===== src/sv/rmst_pkg.sv =====
// ----------------------------------------------------------------------------
// rmst_pkg: shared types and constants for the range max segment tree
// Default sizes, operation codes, and the command/status bundles passed
// between the controller and the datapath.
// ----------------------------------------------------------------------------
package rmst_pkg;

    localparam int LEAVES_DEF     = 1024;
    localparam int VALUE_BITS_DEF = 32;

    localparam logic OP_UPDATE = 1'b0;
    localparam logic OP_QUERY  = 1'b1;

    // one command per cycle at most
    typedef struct packed {
        logic load;      // capture the accepted item
        logic clr_step;  // zero one node of the clearing pass
        logic upd_leaf;  // write the leaf, read its sibling
        logic upd_up;    // write a parent, read the parent's sibling
        logic q_lo;      // fold the high-side data, step the low bound
        logic q_hi;      // fold the low-side data, step the high bound, go up
        logic out_load;  // move the accumulator to the result register
    } rmst_cmd_t;

    typedef struct packed {
        logic clr_last;    // clearing pass is at its last node
        logic leaf_ok;     // update leaf lies inside the tree
        logic range_empty; // query range holds no leaf
        logic at_top;      // parent of the current node is the root
        logic lo_lt_hi;    // query walk still has nodes to cover
    } rmst_sts_t;

endpackage


===== src/sv/rmst_ctrl.sv =====
// ----------------------------------------------------------------------------
// rmst_ctrl: sequencing state machine for the range max segment tree
// Runs the clearing pass, walks updates leaf to root and queries bottom-up,
// and owns the input and result handshakes.
// ----------------------------------------------------------------------------
module rmst_ctrl
    import rmst_pkg::*;
(
    input  logic      clk,
    input  logic      rst_n,
    input  logic      item_valid,
    output logic      item_ready,
    input  logic      operation,
    output logic      result_valid,
    input  logic      result_ready,
    input  rmst_sts_t sts,
    output rmst_cmd_t cmd
);

    localparam logic [2:0] S_CLEAR = 3'd0;
    localparam logic [2:0] S_IDLE  = 3'd1;
    localparam logic [2:0] S_ULEAF = 3'd2;
    localparam logic [2:0] S_UUP   = 3'd3;
    localparam logic [2:0] S_QLO   = 3'd4;
    localparam logic [2:0] S_QHI   = 3'd5;
    localparam logic [2:0] S_QDONE = 3'd6;

    logic [2:0] state_reg, state_next;
    logic       valid_reg, valid_next;
    logic       accept;
    logic       out_free;

    assign item_ready   = (state_reg == S_IDLE);
    assign accept       = item_valid && item_ready;
    assign result_valid = valid_reg;
    assign out_free     = !valid_reg || result_ready;

    always_comb
    begin
        state_next = state_reg;
        cmd        = '0;
        unique case (state_reg)
            S_CLEAR:
            begin
                cmd.clr_step = 1'b1;
                if (sts.clr_last)
                    state_next = S_IDLE;
            end
            S_IDLE:
            begin
                if (accept)
                begin
                    cmd.load = 1'b1;
                    if (operation == OP_QUERY)
                        state_next = sts.range_empty ? S_QDONE : S_QLO;
                    else if (sts.leaf_ok)
                        state_next = S_ULEAF;
                end
            end
            S_ULEAF:
            begin
                cmd.upd_leaf = 1'b1;
                state_next   = S_UUP;
            end
            S_UUP:
            begin
                cmd.upd_up = 1'b1;
                if (sts.at_top)
                    state_next = S_IDLE;
            end
            S_QLO:
            begin
                cmd.q_lo   = 1'b1;
                state_next = sts.lo_lt_hi ? S_QHI : S_QDONE;
            end
            S_QHI:
            begin
                cmd.q_hi   = 1'b1;
                state_next = S_QLO;
            end
            S_QDONE:
            begin
                if (out_free)
                begin
                    cmd.out_load = 1'b1;
                    state_next   = S_IDLE;
                end
            end
            default:
            begin
                state_next = S_IDLE;
            end
        endcase
    end

    always_comb
    begin
        valid_next = valid_reg;
        if (cmd.out_load)
            valid_next = 1'b1;
        else if (result_ready)
            valid_next = 1'b0;
    end

    always_ff @(posedge clk or negedge rst_n)
    begin
        if (!rst_n)
        begin
            state_reg <= S_CLEAR;
            valid_reg <= 1'b0;
        end
        else
        begin
            state_reg <= state_next;
            valid_reg <= valid_next;
        end
    end

endmodule


===== config.mk =====
export PLATFORM = sky130hd
export DESIGN_NAME = rmst_ctrl
export DESIGN_NICKNAME = d
export VERILOG_FILES = /design/src/sv/rmst_pkg.sv /design/src/sv/rmst_ctrl.sv
export SDC_FILE = /design/constraint.sdc
export NUM_CORES = 1
export LEC_CHECK = 0
export BUFFER_PORTS_ARGS = -buffer_cell sky130_fd_sc_hd__buf_2
export CORE_AREA = 2 2 39 41
export CTS_CLUSTER_DIAMETER = 80
export DETAILED_ROUTE_END_ITERATION = 10
export DIE_AREA = 0 0 41 43
export HOLD_SLACK_MARGIN = 0.15
export PLACE_DENSITY = 0.52
export SYNTH_ARGS = -nofsm -noshare
export SYNTH_HDL_FRONTEND = slang
export SYNTH_SLANG_ARGS = --single-unit

===== constraint.sdc =====
create_clock -name clk -period 1.8 [get_ports clk]
set_input_delay 0.27 -clock clk [delete_from_list [all_inputs] [get_ports clk]]
set_output_delay 0.27 -clock clk [all_outputs]
set_load 0.05 [all_outputs]

Yosys cells after proc, flatten, opt, wreduce, memory -nomap -nowiden
Cells that the tools add are included.
{"block": "word_totals", "out_inout_bits": 9, "elab_cells": 39, "ff_bits": 4}
{"block": "op_classes", "muxes": 20, "reduce_logical": 6, "eq_ne": 11}
{"operator": "$pmux 3 s7", "count": 1}
{"operator": "$mux 3", "count": 6}
{"operator": "$mux 1", "count": 11}
{"operator": "$eq 3x3->1 const B", "count": 3}
{"operator": "$eq 3x2->1 const B", "count": 2}
{"operator": "$ne 2x2->1 const B", "count": 3}
{"operator": "$reduce_and 5->1", "count": 1}
{"operator": "$mux 2", "count": 2}
{"operator": "$eq 3x1->1 const B", "count": 1}
{"operator": "$logic_not 3->1", "count": 1}
{"operator": "$ne 3x1->1 const B", "count": 1}
{"operator": "$ne 2x1->1 const B", "count": 1}
{"operator": "$reduce_bool 2->1", "count": 1}
{"operator": "$logic_and 1x1->1", "count": 1}
{"operator": "$logic_not 1->1", "count": 1}
{"operator": "$logic_or 1x1->1", "count": 1}

Longest topological paths before layout
{"block": "depth", "ltp_word": 5, "mapped_depth": 5, "ltp_nobuf": 4}

Least setup slack after synthesis
Ideal clock, no wire load.
{"block": "synth_path", "kind": "reg2out", "startpoint": "register state_reg[2]", "endpoint": "output port cmd[6] (netlist bit)", "slack_ns": -0.697, "path_stages_with_launch": 4, "arrival_ns": 2.227, "required_ns": 1.530, "path_buffers": 1, "path_cell_list": "dfrtp_1 -> buf_6 -> nor3_1 -> and2_1"}
{"element": "start, declared", "line_no": "rmst_ctrl.sv:28", "text": "logic [2:0] state_reg, state_next;"}
{"element": "start signal, assigned", "line_no": "rmst_ctrl.sv:114", "text": "state_reg <= state_next;"}
{"element": "end, declared", "line_no": "rmst_ctrl.sv:17", "text": "output rmst_cmd_t cmd"}

==> flow_summary.html <==
<table>
<tr><th>Metric</th><th>Value</th></tr>
<tr><th colspan="2">Status</th></tr>
<tr><td>Outcome</td><td>finished, final reports clean</td></tr>
<tr><th colspan="2">Setup path</th></tr>
<tr><td>Worst r2r src</td><td>state_reg[1]$_DFFE_PN0P_</td></tr>
<tr><td>Critical Path Sink Type</td><td>primary output</td></tr>
<tr><td>Critical path class</td><td>reg2out</td></tr>
<tr><td>Data arrival time of the critical path</td><td>between 1000 and 1500 ps</td></tr>
<tr><td>Crit Path Max Fanout</td><td>7</td></tr>
<tr><td>Worst EP required</td><td>1530 ps</td></tr>
<tr><td>Launching instance or port of the critical path</td><td>state_reg[0]$_DFFE_PN0P_</td></tr>
<tr><td>Critical Path Source Type</td><td>flop</td></tr>
<tr><th colspan="2">Global route</th></tr>
<tr><td>Number of global-route vias before repair</td><td>290</td></tr>
<tr><td>Overflow after GRT</td><td>0</td></tr>
<tr><td>Total routing resource utilization after global routing</td><td>around a tenth</td></tr>
<tr><td>Antenna violations before repair</td><td>0</td></tr>
<tr><td>Global-route wire length before repair</td><td>~1100 µm</td></tr>
<tr><td>Maximum number of pins on one net before global-route repair</td><td>11</td></tr>
<tr><th colspan="2">STA</th></tr>
<tr><td>Unrepaired setup endpoints after global routing</td><td>no</td></tr>
<tr><td>Clock period minus final worst setup slack</td><td>between 1500 and 2000 ps</td></tr>
<tr><td>Clock Skews</td><td>3.39 ps</td></tr>
<tr><td>Setup violation total in the final timing report</td><td>0</td></tr>
<tr><td>Max transition margin</td><td>73.5%</td></tr>
<tr><td>Setup TNS</td><td>0 ps</td></tr>
<tr><td>Slew of the pin with the lowest slew margin</td><td>roughly 400 ps</td></tr>
<tr><td>Final number of max-transition violations</td><td>0</td></tr>
<tr><td>Highest Clock Rate</td><td>around 590 MHz</td></tr>
<tr><td>Ratio of final minimum period to clock period</td><td>~94%</td></tr>
<tr><td>Number of hold violations in the final report</td><td>0</td></tr>
<tr><th colspan="2">Power and ir drop</th></tr>
<tr><td>Tot Pwr</td><td>~980 µW</td></tr>
<tr><td>Leakage power</td><td>roughly 0.25 nW</td></tr>
<tr><td>Worst vdd ir</td><td>approximately 0.00055 V</td></tr>
<tr><td>Total power per unit cell area</td><td>1990 nW/µm²</td></tr>
<tr><th colspan="2">Min path</th></tr>
<tr><td>Hold Path Origin</td><td>result_ready</td></tr>
<tr><td>Class of the worst hold path</td><td>in2reg</td></tr>
<tr><th colspan="2">Synth</th></tr>
<tr><td>Post-synthesis cell type with the largest combined area</td><td>sky130_fd_sc_hd__dfrtp_1</td></tr>
<tr><td>Yosys warning total</td><td>0</td></tr>
<tr><td>Syn Std Cell Area</td><td>approximately 340 µm²</td></tr>
<tr><td>Syn Nets</td><td>48</td></tr>
<tr><td>Cell types occupying the most area after synthesis</td><td>sky130_fd_sc_hd__dfrtp_1, sky130_fd_sc_hd__mux2_1, sky130_fd_sc_hd__buf_4</td></tr>
<tr><td>Mean instance size in the synthesized netlist</td><td>a little under 9 µm²</td></tr>
<tr><td>Async set or reset register ratio after synthesis</td><td>between 90% and 100%</td></tr>
<tr><td>Unique cell type count in the Yosys netlist</td><td>24</td></tr>
<tr><td>Number of flops mapped to enable cells by yosys</td><td>0</td></tr>
<tr><td>Most used flip-flop cell after synthesis</td><td>sky130_fd_sc_hd__dfrtp_1</td></tr>
<tr><td>Share of Yosys cell area claimed by the top area cell type</td><td>roughly 30%</td></tr>
<tr><td>Number of synthesized register bits</td><td>4</td></tr>
<tr><td>Sequential cell area fraction in the yosys report</td><td>approximately 30%</td></tr>
<tr><td>Count of mapped cells out of synthesis</td><td>38</td></tr>
<tr><td>Most numerous cell in the Yosys netlist</td><td>sky130_fd_sc_hd__dfrtp_1</td></tr>
<tr><th colspan="2">Floorplanning</th></tr>
<tr><td>Horiz. Die Dim</td><td>between 40 and 50 µm</td></tr>
<tr><td>DIE AREA</td><td>roughly 1800 µm²</td></tr>
<tr><td>Num rows</td><td>14</td></tr>
<tr><td>Height of the die</td><td>around 43 µm</td></tr>
<tr><td>I/O pin total</td><td>19</td></tr>
<tr><td>Starting density of the core</td><td>between 20% and 30%</td></tr>
<tr><td>Core Area</td><td>about 1400 µm²</td></tr>
<tr><th colspan="2">Drt</th></tr>
<tr><td>Remaining antenna violation count</td><td>0</td></tr>
<tr><td>Drt initial violations</td><td>1</td></tr>
<tr><td>Via count</td><td>around 330</td></tr>
<tr><td>Number of detailed-routing iterations run before antenna repair</td><td>2</td></tr>
<tr><td>Vias per cell</td><td>4.43</td></tr>
<tr><td>DRC violation count after routing</td><td>0</td></tr>
<tr><td>WL final</td><td>~760 µm</td></tr>
<tr><td>Average wire per standard cell</td><td>between 10 and 15 µm</td></tr>
<tr><th colspan="2">CTS</th></tr>
<tr><td>Number of setup buffers added after CTS</td><td>0</td></tr>
<tr><td>Clock latency on the worst-skew pair</td><td>240 ps</td></tr>
<tr><td>Root buffer selected by CTS</td><td>sky130_fd_sc_hd__clkbuf_4</td></tr>
<tr><td>Bufs on Longest Clock Path</td><td>2</td></tr>
<tr><td>Resize count post-CTS</td><td>0</td></tr>
<tr><td>H-tree depth</td><td>1</td></tr>
<tr><td>Number of clock buffers inserted by TritonCTS</td><td>3</td></tr>
<tr><td>CTS tree</td><td>built</td></tr>
<tr><td>CTS sink count</td><td>4</td></tr>
<tr><td>Clock-pin slew on the worst setup and hold paths</td><td>40 ps</td></tr>
<tr><th colspan="2">Layout</th></tr>
<tr><td>Number of flip-flops in the largest register</td><td>3</td></tr>
<tr><td>Area taken by multi-input logic gates</td><td>roughly 230 µm²</td></tr>
<tr><td>Register area</td><td>approximately 100 µm²</td></tr>
<tr><td>Final net count</td><td>70</td></tr>
<tr><td>Relative area change from synthesis to final layout</td><td>45.0%</td></tr>
<tr><td>Diodes inserted</td><td>0</td></tr>
<tr><td>Filler cell count in the final layout</td><td>~160</td></tr>
<tr><td>Fraction of layout instances using a drive strength above 1</td><td>53.4%</td></tr>
<tr><th colspan="2">Placement</th></tr>
<tr><td>Post-DP HPWL</td><td>608 µm</td></tr>
<tr><td>Routability-driven placement congestion ratio</td><td>between 0.5 and 0.6</td></tr>
<tr><td>Buffers on Ports</td><td>18</td></tr>
<tr><th colspan="2">Run</th></tr>
<tr><td>Number of max-cap violations</td><td>0</td></tr>
</table>
## timing repair
item,in CTS,in global routing
endpoints found under the setup margin,0,0
endpoints found under the hold margin,4,0
hold buffers,1,0
## path summary, 6_finish.rpt
check                      cells after the start                  endpoint  slack, ps
max                                            4                    cmd[3]        110
min                                            3  result_valid$_DFFE_PN0P_        310
max reg2reg                                    4  state_reg[0]$_DFFE_PN0P_        240
min reg2reg                                    2  result_valid$_DFFE_PN0P_        620
max in group asynchronous                      2  state_reg[2]$_DFFE_PN0P_       1320
min in group asynchronous                      2  state_reg[1]$_DFFE_PN0P_        360
## per-stage QoR
step	setup slack [ps]	cells	instance area (µm²)	hold WS, ps	util [%]
after floorplan	69.9	38	365	-25.6	-
after global placement	298	70	459	77.4	33.2
after detailed placement	247	70	459	78.5	33.2
after CTS	104	74	492	310	35.5
after global routing	19.8	74	492	336	35.5
final	109	74	492	308	35.5
## per-layer routing
metal | share of wire, % | global-route usage [%]
met3 | 8.9 | 4.71
met1 | 42 | 10.5
met4 | 2.4 | 8.00
met2 | 47 | 14.4
met5 | 0 | 0
## placed cells by master, fill, tap and decap left out, types with 2 or more instances in the layout
cell type | Yosys | final
sky130_fd_sc_hd__dfrtp_1 | 4 | 4
sky130_fd_sc_hd__mux2_1 | 2 | 2
sky130_fd_sc_hd__nor2_1 | 2 | 2
sky130_fd_sc_hd__o21bai_1 | 2 | 2
sky130_fd_sc_hd__buf_2 | 1 | 18
sky130_fd_sc_hd__and2_1 | 2 | 2
sky130_fd_sc_hd__buf_4 | 2 | 2
sky130_fd_sc_hd__nand3b_1 | 2 | 2
sky130_fd_sc_hd__nor3b_2 | 0 | 2
sky130_fd_sc_hd__clkbuf_4 | 0 | 3
sky130_fd_sc_hd__nand2_1 | 2 | 2
sky130_fd_sc_hd__nor2b_1 | 2 | 2
sky130_fd_sc_hd__o21ai_0 | 2 | 2
## worst max-delay path: stages (launching register included)
cell                      delay [ps]
sky130_fd_sc_hd__dfrtp_1         440
sky130_fd_sc_hd__buf_4           190
sky130_fd_sc_hd__nor2b_1         170
sky130_fd_sc_hd__and2_1          140
sky130_fd_sc_hd__buf_2           250
## logic make-up after synthesis
group                  after synthesis  share of synthesized area, %
buffers and inverters                5                          10.3
AOI/OAI and AO/OA                    9                          21.0
DFF                                  4                          29.5
and+or+nand+nor                     18                          32.5
muxes                                2                          6.64
## where the power goes
part	switching, mW	internal, mW	total (mW)	leakage [nW]
registers	0.0780	0.130	0.208	0.0503
clock network	0.0364	0.0745	0.111	0.0138
logic	0.428	0.234	0.662	0.183
total	0.542	0.438	0.980	0.247
## area by class of cell
type | count | area share (%)
timing repair buffer | 21 | 23.4
tap | 16 | 4.07
inverter | 1 | 0.763
multi-input combinational | 29 | 46.8
sequential | 4 | 20.4
clock buffer | 3 | 4.58
Power figures use the tool's default switching activity.
